<file path="config.mk">
export PLATFORM = sky130hd
export DESIGN_NAME = configurable_crc_engine_core
export DESIGN_NICKNAME = d
export VERILOG_FILES = /design/src/rtl/core/crce_pkg.sv /design/src/rtl/core/crce_cfg_regs.sv /design/src/rtl/core/crce_byte_update.sv /design/src/rtl/core/crce_finalize.sv /design/src/rtl/core/configurable_crc_engine_core.sv
export SDC_FILE = /design/constraint.sdc
export NUM_CORES = 1
export LEC_CHECK = 0
export BUFFER_PORTS_ARGS = -buffer_cell sky130_fd_sc_hd__clkbuf_2
export CORE_MARGIN = 3
export CORE_UTILIZATION = 49
export DETAILED_ROUTE_END_ITERATION = 6
export HOLD_SLACK_MARGIN = 0.05
export PLACE_DENSITY = 0.65
export SLEW_MARGIN = 20
export SYNTH_ARGS = -nofsm -noshare
export SYNTH_HDL_FRONTEND = slang
export SYNTH_SLANG_ARGS = --single-unit
</file>
<file path="constraint.sdc">
create_clock -name clk -period 11.7 [get_ports clk]
set_input_delay 2.34 -clock clk [delete_from_list [all_inputs] [get_ports clk]]
set_output_delay 2.34 -clock clk [all_outputs]
set_load 0.02 [all_outputs]
</file>
<file path="src/rtl/core/crce_pkg.sv">
`timescale 1ns / 1ps
// ----------------------------------------------------------------------------
// crce_pkg
// Shared types, register codes and bit-level helpers for the checksum engine.
// ----------------------------------------------------------------------------
package crce_pkg;

    localparam int unsigned DataW  = 8;
    localparam int unsigned CrcW   = 32;
    localparam int unsigned ModeW  = 2;
    localparam int unsigned CfgIdxW = 3;

    // Mode codes.
    localparam logic [ModeW-1:0] MODE_XOR   = 2'd0;
    localparam logic [ModeW-1:0] MODE_CRC8  = 2'd1;
    localparam logic [ModeW-1:0] MODE_CRC16 = 2'd2;
    localparam logic [ModeW-1:0] MODE_CRC32 = 2'd3;

    // Configuration register indexes.
    localparam logic [CfgIdxW-1:0] REG_MODE        = 3'd0;
    localparam logic [CfgIdxW-1:0] REG_POLYNOMIAL  = 3'd1;
    localparam logic [CfgIdxW-1:0] REG_INIT_VALUE  = 3'd2;
    localparam logic [CfgIdxW-1:0] REG_FINAL_XOR   = 3'd3;
    localparam logic [CfgIdxW-1:0] REG_REFLECT_IN  = 3'd4;
    localparam logic [CfgIdxW-1:0] REG_REFLECT_OUT = 3'd5;

    // Reset values of the configuration registers.
    localparam logic [ModeW-1:0] RST_MODE       = MODE_CRC32;
    localparam logic [CrcW-1:0]  RST_POLYNOMIAL = 32'h04C1_1DB7;
    localparam logic [CrcW-1:0]  RST_INIT_VALUE = 32'hFFFF_FFFF;
    localparam logic [CrcW-1:0]  RST_FINAL_XOR  = 32'hFFFF_FFFF;
    localparam logic             RST_REFLECT_IN  = 1'b1;
    localparam logic             RST_REFLECT_OUT = 1'b1;

    typedef struct packed {
        logic [ModeW-1:0] mode;
        logic [CrcW-1:0]  polynomial;
        logic [CrcW-1:0]  init_value;
        logic [CrcW-1:0]  final_xor;
        logic             reflect_input;
        logic             reflect_output;
    } cfg_t;

    // CRC registers are handled aligned to the top of a 32-bit word, so the
    // same shift network serves every width and bits above the width fall off.
    function automatic logic [CrcW-1:0] align_top(
        input logic [CrcW-1:0]  value,
        input logic [ModeW-1:0] mode
    );
        logic [CrcW-1:0] r;
        case (mode)
            MODE_CRC8:  r = {value[7:0], 24'd0};
            MODE_CRC16: r = {value[15:0], 16'd0};
            default:    r = value;
        endcase
        return r;
    endfunction

    function automatic logic [CrcW-1:0] align_bottom(
        input logic [CrcW-1:0]  value,
        input logic [ModeW-1:0] mode
    );
        logic [CrcW-1:0] r;
        case (mode)
            MODE_CRC8:  r = {24'd0, value[31:24]};
            MODE_CRC16: r = {16'd0, value[31:16]};
            default:    r = value;
        endcase
        return r;
    endfunction

    function automatic logic [DataW-1:0] reverse8(input logic [DataW-1:0] v);
        logic [DataW-1:0] r;
        for (int i = 0; i < DataW; i++) begin
            r[i] = v[DataW-1-i];
        end
        return r;
    endfunction

    function automatic logic [CrcW-1:0] reverse32(input logic [CrcW-1:0] v);
        logic [CrcW-1:0] r;
        for (int i = 0; i < CrcW; i++) begin
            r[i] = v[CrcW-1-i];
        end
        return r;
    endfunction

endpackage

</file>
<file path="src/rtl/core/crce_cfg_regs.sv">
`timescale 1ns / 1ps
// ----------------------------------------------------------------------------
// crce_cfg_regs
// Configuration register file, written through an index/data request port.
// ----------------------------------------------------------------------------
module crce_cfg_regs (
    input  logic                         clk,
    input  logic                         rst_n,
    input  logic                         cfg_valid,
    output logic                         cfg_ready,
    input  logic [crce_pkg::CfgIdxW-1:0] cfg_index,
    input  logic [crce_pkg::CrcW-1:0]    cfg_data,
    output crce_pkg::cfg_t               cfg
);
    import crce_pkg::*;

    cfg_t cfg_reg;

    assign cfg_ready = 1'b1;
    assign cfg       = cfg_reg;

    always_ff @(posedge clk or negedge rst_n)
    begin
        if (!rst_n)
        begin
            cfg_reg.mode           <= RST_MODE;
            cfg_reg.polynomial     <= RST_POLYNOMIAL;
            cfg_reg.init_value     <= RST_INIT_VALUE;
            cfg_reg.final_xor      <= RST_FINAL_XOR;
            cfg_reg.reflect_input  <= RST_REFLECT_IN;
            cfg_reg.reflect_output <= RST_REFLECT_OUT;
        end
        else if (cfg_valid && cfg_ready)
        begin
            case (cfg_index)
                REG_MODE:        cfg_reg.mode           <= cfg_data[ModeW-1:0];
                REG_POLYNOMIAL:  cfg_reg.polynomial     <= cfg_data;
                REG_INIT_VALUE:  cfg_reg.init_value     <= cfg_data;
                REG_FINAL_XOR:   cfg_reg.final_xor      <= cfg_data;
                REG_REFLECT_IN:  cfg_reg.reflect_input  <= cfg_data[0];
                REG_REFLECT_OUT: cfg_reg.reflect_output <= cfg_data[0];
                default:         ;
            endcase
        end
    end

endmodule

</file>
<file path="src/rtl/core/crce_byte_update.sv">
`timescale 1ns / 1ps
// ----------------------------------------------------------------------------
// crce_byte_update
// Folds one message byte into the running accumulator, combinationally.
// ----------------------------------------------------------------------------
module crce_byte_update (
    input  crce_pkg::cfg_t                acc_cfg,
    input  logic [crce_pkg::CrcW-1:0]     acc,
    input  logic [crce_pkg::DataW-1:0]    data_byte,
    input  logic                          carries_byte,
    input  logic                          is_first,
    output logic [crce_pkg::CrcW-1:0]     acc_new
);
    import crce_pkg::*;

    logic [DataW-1:0] xor_acc;
    logic [DataW-1:0] byte_in;
    logic [CrcW-1:0]  top_reg;
    logic [CrcW-1:0]  top_poly;

    always_comb
    begin
        // Byte-XOR mode.
        xor_acc = is_first ? '0 : acc[DataW-1:0];
        if (carries_byte)
        begin
            xor_acc = xor_acc ^ data_byte;
        end

        // CRC modes, eight MSB-first steps on the top-aligned register.
        byte_in  = acc_cfg.reflect_input ? reverse8(data_byte) : data_byte;
        top_poly = align_top(acc_cfg.polynomial, acc_cfg.mode);
        top_reg  = align_top(is_first ? acc_cfg.init_value : acc, acc_cfg.mode);
        if (carries_byte)
        begin
            top_reg[CrcW-1 -: DataW] = top_reg[CrcW-1 -: DataW] ^ byte_in;
            for (int i = 0; i < DataW; i++) begin
                if (top_reg[CrcW-1])
                begin
                    top_reg = {top_reg[CrcW-2:0], 1'b0} ^ top_poly;
                end
                else
                begin
                    top_reg = {top_reg[CrcW-2:0], 1'b0};
                end
            end
        end

        if (acc_cfg.mode == MODE_XOR)
        begin
            acc_new = {{(CrcW-DataW){1'b0}}, xor_acc};
        end
        else
        begin
            acc_new = align_bottom(top_reg, acc_cfg.mode);
        end
    end

endmodule

</file>
<file path="src/rtl/core/crce_finalize.sv">
`timescale 1ns / 1ps
// ----------------------------------------------------------------------------
// crce_finalize
// Turns the accumulator into the checksum: output reflection and final XOR.
// ----------------------------------------------------------------------------
module crce_finalize (
    input  crce_pkg::cfg_t             fin_cfg,
    input  logic [crce_pkg::CrcW-1:0]  acc,
    output logic [crce_pkg::CrcW-1:0]  checksum
);
    import crce_pkg::*;

    logic [CrcW-1:0] top_val;
    logic [CrcW-1:0] refl_val;

    always_comb
    begin
        top_val = align_top(acc, fin_cfg.mode);
        // Reversing the top-aligned word reverses the value over its own width.
        refl_val = fin_cfg.reflect_output ? reverse32(top_val)
                                          : align_bottom(top_val, fin_cfg.mode);
        if (fin_cfg.mode == MODE_XOR)
        begin
            checksum = {{(CrcW-DataW){1'b0}}, acc[DataW-1:0]};
        end
        else
        begin
            checksum = align_bottom(align_top(refl_val ^ fin_cfg.final_xor,
                                              fin_cfg.mode), fin_cfg.mode);
        end
    end

endmodule

</file>
<file path="src/rtl/core/configurable_crc_engine_core.sv">
`timescale 1ns / 1ps
// ----------------------------------------------------------------------------
// configurable_crc_engine_core
// Byte-serial checksum engine: XOR of bytes, CRC-8, CRC-16 or CRC-32.
// ----------------------------------------------------------------------------
// One message byte is taken per request and the engine sustains one request
// per clock. Each accepted request sits in an input register, where the
// full eight-bit CRC step, and on the last request the output reflection
// and final XOR, are done by one combinational network; the checksum then
// lands in an output register, so a request marked last shows its checksum
// once it has passed both registers. The input only stalls when a last
// request finds a checksum still held by a stalled output. The CRC register
// is kept aligned to the top of a 32-bit word so that all widths share the
// same shift network. Configuration may be written only while no message
// request is in flight; the configuration port is always ready.
// ----------------------------------------------------------------------------
module configurable_crc_engine_core (
    input  logic                         clk,
    input  logic                         rst_n,
    // configuration
    input  logic                         cfg_valid,
    output logic                         cfg_ready,
    input  logic [crce_pkg::CfgIdxW-1:0] cfg_index,
    input  logic [crce_pkg::CrcW-1:0]    cfg_data,
    // message input
    input  logic                         in_valid,
    output logic                         in_stall,
    input  logic [crce_pkg::DataW-1:0]   data_byte,
    input  logic                         carries_byte,
    input  logic                         is_first,
    input  logic                         is_last,
    // checksum output
    output logic                         out_valid,
    input  logic                         out_stall,
    output logic [crce_pkg::CrcW-1:0]    checksum
);
    import crce_pkg::*;

    cfg_t             cfg;

    logic             in_valid_reg;
    logic [DataW-1:0] data_byte_reg;
    logic             carries_byte_reg;
    logic             is_first_reg;
    logic             is_last_reg;

    logic [CrcW-1:0]  acc_reg;
    logic [CrcW-1:0]  acc_next;
    logic [CrcW-1:0]  checksum_next;

    logic             out_valid_reg;
    logic [CrcW-1:0]  checksum_reg;

    logic             advance;
    logic             in_accept;

    crce_cfg_regs u_cfg (
        .clk       (clk),
        .rst_n     (rst_n),
        .cfg_valid (cfg_valid),
        .cfg_ready (cfg_ready),
        .cfg_index (cfg_index),
        .cfg_data  (cfg_data),
        .cfg       (cfg)
    );

    crce_byte_update u_update (
        .acc_cfg      (cfg),
        .acc          (acc_reg),
        .data_byte    (data_byte_reg),
        .carries_byte (carries_byte_reg),
        .is_first     (is_first_reg),
        .acc_new      (acc_next)
    );

    crce_finalize u_final (
        .fin_cfg  (cfg),
        .acc      (acc_next),
        .checksum (checksum_next)
    );

    // A held request moves on unless it needs the output slot and that slot
    // is occupied by a checksum the consumer has not taken yet.
    assign advance   = in_valid_reg && (!is_last_reg || !out_valid_reg || !out_stall);
    assign in_stall  = in_valid_reg && !advance;
    assign in_accept = in_valid && !in_stall;

    assign out_valid = out_valid_reg;
    assign checksum  = checksum_reg;

    always_ff @(posedge clk or negedge rst_n)
    begin
        if (!rst_n)
        begin
            in_valid_reg  <= 1'b0;
            out_valid_reg <= 1'b0;
            acc_reg       <= '0;
        end
        else
        begin
            if (!in_stall)
            begin
                in_valid_reg <= in_valid;
            end
            if (advance)
            begin
                acc_reg <= acc_next;
            end
            if (advance && is_last_reg)
            begin
                out_valid_reg <= 1'b1;
            end
            else if (!out_stall)
            begin
                out_valid_reg <= 1'b0;
            end
        end
    end

    always_ff @(posedge clk)
    begin
        if (in_accept)
        begin
            data_byte_reg    <= data_byte;
            carries_byte_reg <= carries_byte;
            is_first_reg     <= is_first;
            is_last_reg      <= is_last;
        end
        if (advance && is_last_reg)
        begin
            checksum_reg <= checksum_next;
        end
    end

endmodule
</file>
==> results.cfg, run 1 <==
[run_status]
outcome = complete, no violations

[global_route]
grt_pass1_wl_um = 111000
overflow = 0
antenna_found_initial = 0
track_usage_pct = 41.2
grt_pass1_vias = 16300
grt_start_max_net_pins = 92

[placed_design]
place.gp.congestion = 1.02
port_buffers = 84
dpl.hpwl_um = 56100
placed_cell_area_um2 = 17600

[synthesis]
ys_seq_area_share_pct = 28.3
synth.distinct_cells = 110
ys.warnings.count = 0
synth_compound_area_share_pct = 26.6
synth_fp_nets = 2105
post-synth-top-area-fraction_pct = 12.8
synth_top_family_by_area = compound AO/OA/AOI/OAI gates
syn_area_per_cell_um2 = 8.19
async_reset_ff_share_pct = 75.7
syn-instance-count = 2050
synth-seq-cells = 177
synth_xor_xnor_area_share_pct = 11.6
synth_edf_count = 43
synthAdderAreaFrac_pct = 0.298
synthMuxAreaShare_pct = 10.9
yosys.area_share.simple_pct = 17.8
yosys.area.top_type = dfstp_2
yosys_most_used_dff = dfstp_2
netlist_area_um2 = 16800
ys_top_cells_by_area = dfstp_2, xnor2_1, dfrtp_1

[floorplan]
die-area_um2 = 36500
die_x_um = 191
row_count = 67
dieHeight_um = 191
coreArea_um2 = 33600
start_util_pct = 50.0
num_io_pins = 86

[cts]
cts_tree = yes
cts_made_buffers = 17
htreeDepth = 4
root_buffer = clkbuf_16
cts_hold_buf = 0
cts.repair.resized = 0
clock_latency_ns = 0.45
cts.sinks = 177
clockBufferDepth = 2
cts.clk_slew.worst_paths_ns = 0.07
cts_setup_buffers = 0

[timing]
worstMarginPinSlew_ns = 1.14
finalHoldViolCount = 0
period_needed_ns = 9.90
relSlewSlack_pct = 23.3
fmax_mhz = 101
post-route-period-util_pct = 84.6
clock_skew_ns = 0.0112
rsz0062_at_grt = false
setup_tns_ns = 0
slew_violations = 0
setup_viol = 0

[layout]
fin_area_um2 = 18200
drive_gt1_share_pct = 20.7
final_cell_mix = nand2_1, xnor2_1, nor2_1
final.fill_count = 3178
antenna_cells = 0
final_common_cell = nand2_1
final_nets = 2102
syn_to_final_growth_pct = 8.52
largest_register_ffs = 100

[critical_path]
cp.required_ns = 11.87
worst_setup_path_end_kind = flip-flop
path_class = flip-flop to flip-flop
crit_path_start_kind = flip-flop
critPathArrivalTime_ns = 10.08
path_max_fanout = 39

[detailed_routing]
drc = 0
wl_per_cell_um = 30.5
routed_via_density = 7.05
wl_um = 76500
drt_iter0_markers = 2536
dr.pass1.iters = 7
drtAntennaViolNets = 0
via_count = 17700

[flow_run]
cap_violations = 0

[min_path]
min_path_type = flip-flop to flip-flop
[worst paths after layout]
check                                          start                         end  slack, ns  cells past startpoint
min in group asynchronous                      rst_n   u_cfg.cfg[86]$_DFFE_PN0P_       1.92                      1
hold reg to reg              acc_reg[31]$_DFFE_PN0P_     acc_reg[31]$_DFFE_PN0P_       0.49                      2
hold / removal               acc_reg[31]$_DFFE_PN0P_     acc_reg[31]$_DFFE_PN0P_       0.49                      2
max in group asynchronous                      rst_n   u_cfg.cfg[12]$_DFFE_PN1P_       8.49                      2
setup reg to reg           u_cfg.cfg[98]$_DFFE_PN1P_  checksum[13]$_SDFFCE_PP0P_       1.80                     25
setup / recovery           u_cfg.cfg[98]$_DFFE_PN1P_  checksum[13]$_SDFFCE_PP0P_       1.80                     25
[metal layers]
| metal | track usage [%] | routed length (µm) |
|---|---|---|
| met5 | 0 | 0 |
| met4 | 23.7 | 5440 |
| met3 | 6.53 | 7700 |
| met2 | 63.7 | 33900 |
| met1 | 54.9 | 29500 |
[worst max-delay path: stages, from the launching register on]
cell and delay [ns]:
dfstp_2 0.55, inv_1 0.07, ha_2 0.78, and2_1 0.22
buf_4 0.40, a222oi_1 0.19, buf_4 0.22, xnor2_2 0.61
buf_4 0.39, nor2_1 0.08, a221oi_1 0.49, xor2_1 0.56
nand3_1 0.20, mux2i_1 0.42, nor2_1 0.15, o311a_4 0.41
o41a_1 0.72, o21ai_1 0.92, a32oi_1 0.20, mux2i_1 0.40
a31oi_1 0.15, a211oi_1 0.59, a22o_1 0.26, xor2_1 0.09
a222oi_1 0.36, o22ai_1 0.16
[Yosys cell counts, types with 15 or more instances]
cell      number
a22o_1        16
dfrtp_1       52
buf_2         16
a31oi_1       26
mux2i_1       53
nor3_1        36
a21oi_1      151
and2_1        24
o21ai_0      129
a211oi_1      33
nand2_1      263
buf_1         24
or3_1         15
edfxtp_1      43
xor2_1        31
xnor2_1      176
nand4_1       21
o211ai_1      29
dfstp_2       82
nand3_1       51
inv_1         18
a21o_1        21
a22oi_1       31
and3_1        24
o22ai_1       23
nand2b_1      15
clkbuf_1     123
mux2_2       111
nor2_1       151
[stage by stage]
stage | setup WS (ns) | cells | hold WS (ns) | util, %
2_1_floorplan | 4.99 | 2050 | 0.446 | -
3_3_place_gp | 2.28 | 2476 | 0.460 | 52.4
3_5_place_dp | 2.25 | 2476 | 0.469 | 52.4
4_1_cts | 2.19 | 2508 | 0.486 | 54.2
5_1_grt | 1.42 | 2508 | 0.505 | 54.2
6_report | 1.80 | 2508 | 0.485 | 54.2
[final cells by class]
cell class	count	area (µm²)	area share (%)
Clock buffer	18	429	2.35
Clock inverter	14	166	0.913
Inverter	19	71.3	0.391
Multi-Input combinational cell	1684	11300	62.2
Sequential cell	177	4750	26.0
Tap cell	448	561	3.08
Timing Repair Buffer	148	907	4.98
[logic make-up (layout without fill, tap and decap cells)]
family	after synthesis	after routing
compound gates	649	649
fa+ha+maj	4	4
simple gates	650	650
xor+xnor	213	213
mux	167	167
flops	177	177
buf+inv	189	199
other cells	1	1
Power of run 1 is left out: the tool's default activity adds up to more than one toggle a clock period on the data nets, which glitch-free logic cannot reach.
==> run 2: changes to the inputs <==
- PLACE_DENSITY: 0.65 -> 0.68
- clock period: 11.7 -> 8 ns (I/O delays scaled with it)
==> run 2 against run 1 <==
Compared with the run above: sequential share of layout area fell by 1.2 points; utilization rose by 2.7 points; non-clock buffer count rose by 103; critical endpoint is now checksum[2]$_DFFE_PP_.
==> results.cfg, run 2 (synthesized netlist as in run 1, its figures left out) <==
[critical_path]
crit_path_start_kind = flip-flop
path_max_fanout = 25
path_common_cell = buf_4
worst_setup_path_end_kind = flip-flop
critPathArrivalTime_ns = 7.82
worst_path_max_delay_cell = or4_1
max_stage_delay_ns = 0.59
cp.required_ns = 8.19
path_class = flip-flop to flip-flop
path_buf_inv = 7
cpLargestDelayFamily = compound AO/OA/AOI/OAI gates

[timing]
post-route-period-util_pct = 95.3
period_needed_ns = 7.62
finalHoldViolCount = 0
setup_viol = 0
slew_violations = 0
worstMarginPinSlew_ns = 1.08
relSlewSlack_pct = 28.1
fmax_mhz = 131
clock_skew_ns = 0.0134
setup_tns_ns = 0

[floorplan]
row_count = 67
die-area_um2 = 36500
start_util_pct = 50.0
coreArea_um2 = 33600
dieHeight_um = 191
die_x_um = 191
num_io_pins = 86

[global_route]
grt_pass1_wl_um = 113000
grt_pass1_vias = 16700
track_usage_pct = 42.0
grt_start_max_net_pins = 75
antenna_found_initial = 3
overflow = 0

[detailed_routing]
drc = 0
drt_iter0_markers = 2559
drtAntennaViolNets = 0
dr.pass1.iters = 6
wl_per_cell_um = 29.8
routed_via_density = 6.88
wl_um = 77900
via_count = 18000

[cts]
root_buffer = clkbuf_16
cts_hold_buf = 0
htreeDepth = 4
clockBufferDepth = 2
clock_latency_ns = 0.45
cts.clk_slew.worst_paths_ns = 0.08
cts.sinks = 177
cts_made_buffers = 17
cts_tree = yes

[placed_design]
port_buffers = 84
place.gp.congestion = 1.06
dpl.hpwl_um = 58200

[flow_run]
cap_violations = 0

[min_path]
min_path_type = flip-flop to flip-flop

[layout]
syn_to_final_growth_pct = 13.8
largest_register_ffs = 100
final_nets = 2205
drive_gt1_share_pct = 25.2
final_common_cell = nand2_1
antenna_cells = 0
final_cell_mix = nand2_1, xnor2_1, buf_4

[run_status]
outcome = complete, no violations
==> run 2: cell count changes in the layout (fill, tap and decap cells not counted), sizes merged <==
cell,before,now
clkinvlp,3,1
clkinv,2,6
buf,65,168
bufinv,2,0
==> run 2: repair_timing <==
item                                   4_1_cts  5_1_grt
gates resized for setup                      0       25
endpoints found under the hold margin        0        0
setup buffers                                0       11
setup endpoints to repair                    0       23
==> run 2: layer usage <==
layer  routed length, µm  global-route usage [%]  share of wire, %  vias to the layer above
li1                    -                       -                 -                     7789
met1               30600                    55.4                39                     8726
met2               34600                    65.3                44                     1167
met3                7500                    8.01               9.6                      264
met4                5090                    22.8               6.5                        6
met5                  47                       0             0.060                        -
==> run 2: final cells by class <==
cell class / instances / area, µm²
clock buffer: 18 / 429
clock inverter: 14 / 121
fill: 3122 / 14500
inverter: 19 / 71.3
multi-input combinational: 1684 / 11500
sequential: 177 / 4750
tap: 448 / 561
timing repair buffer: 251 / 1730
==> run 2: path summary, 6_finish.rpt <==
path,from,end,slack [ns],depth (start not counted)
worst max-delay path,u_cfg.cfg[99]$_DFFE_PN1P_,checksum[2]$_DFFE_PP_,0.38,28
worst min-delay path,acc_reg[8]$_DFFE_PN0P_,acc_reg[8]$_DFFE_PN0P_,0.48,2
worst max register to register,u_cfg.cfg[99]$_DFFE_PN1P_,checksum[2]$_DFFE_PP_,0.38,28
worst min register to register,acc_reg[8]$_DFFE_PN0P_,acc_reg[8]$_DFFE_PN0P_,0.48,2
max in group asynchronous,rst_n,u_cfg.cfg[97]$_DFFE_PN0P_,5.38,2
min in group asynchronous,rst_n,u_cfg.cfg[69]$_DFFE_PN0P_,1.10,1
==> run 2: metrics by stage <==
stage	area, µm²	std cells	setup slack [ns]	hold WS [ns]	util [%]
2_1_floorplan	16800	2050	1.29	0.446	-
3_5_place_dp	18300	2568	0.110	0.467	54.6
5_1_grt	19100	2611	-0.0138	0.500	56.9
6_report	19100	2611	0.376	0.482	56.9
3_3_place_gp	18300	2568	0.245	0.458	54.6
4_1_cts	18900	2600	0.0905	0.485	56.2
==> run 2: worst min-delay path, delay by kind of cell, from the launching register on <==
| kind | cells | cell delay [ns] |
|---|---|---|
| and+or+nand+nor | 1 | 0.04 |
| AOI/OAI and AO/OA | 1 | 0.06 |
| DFF | 1 | 0.34 |
Power of run 2 is left out for the same reason.
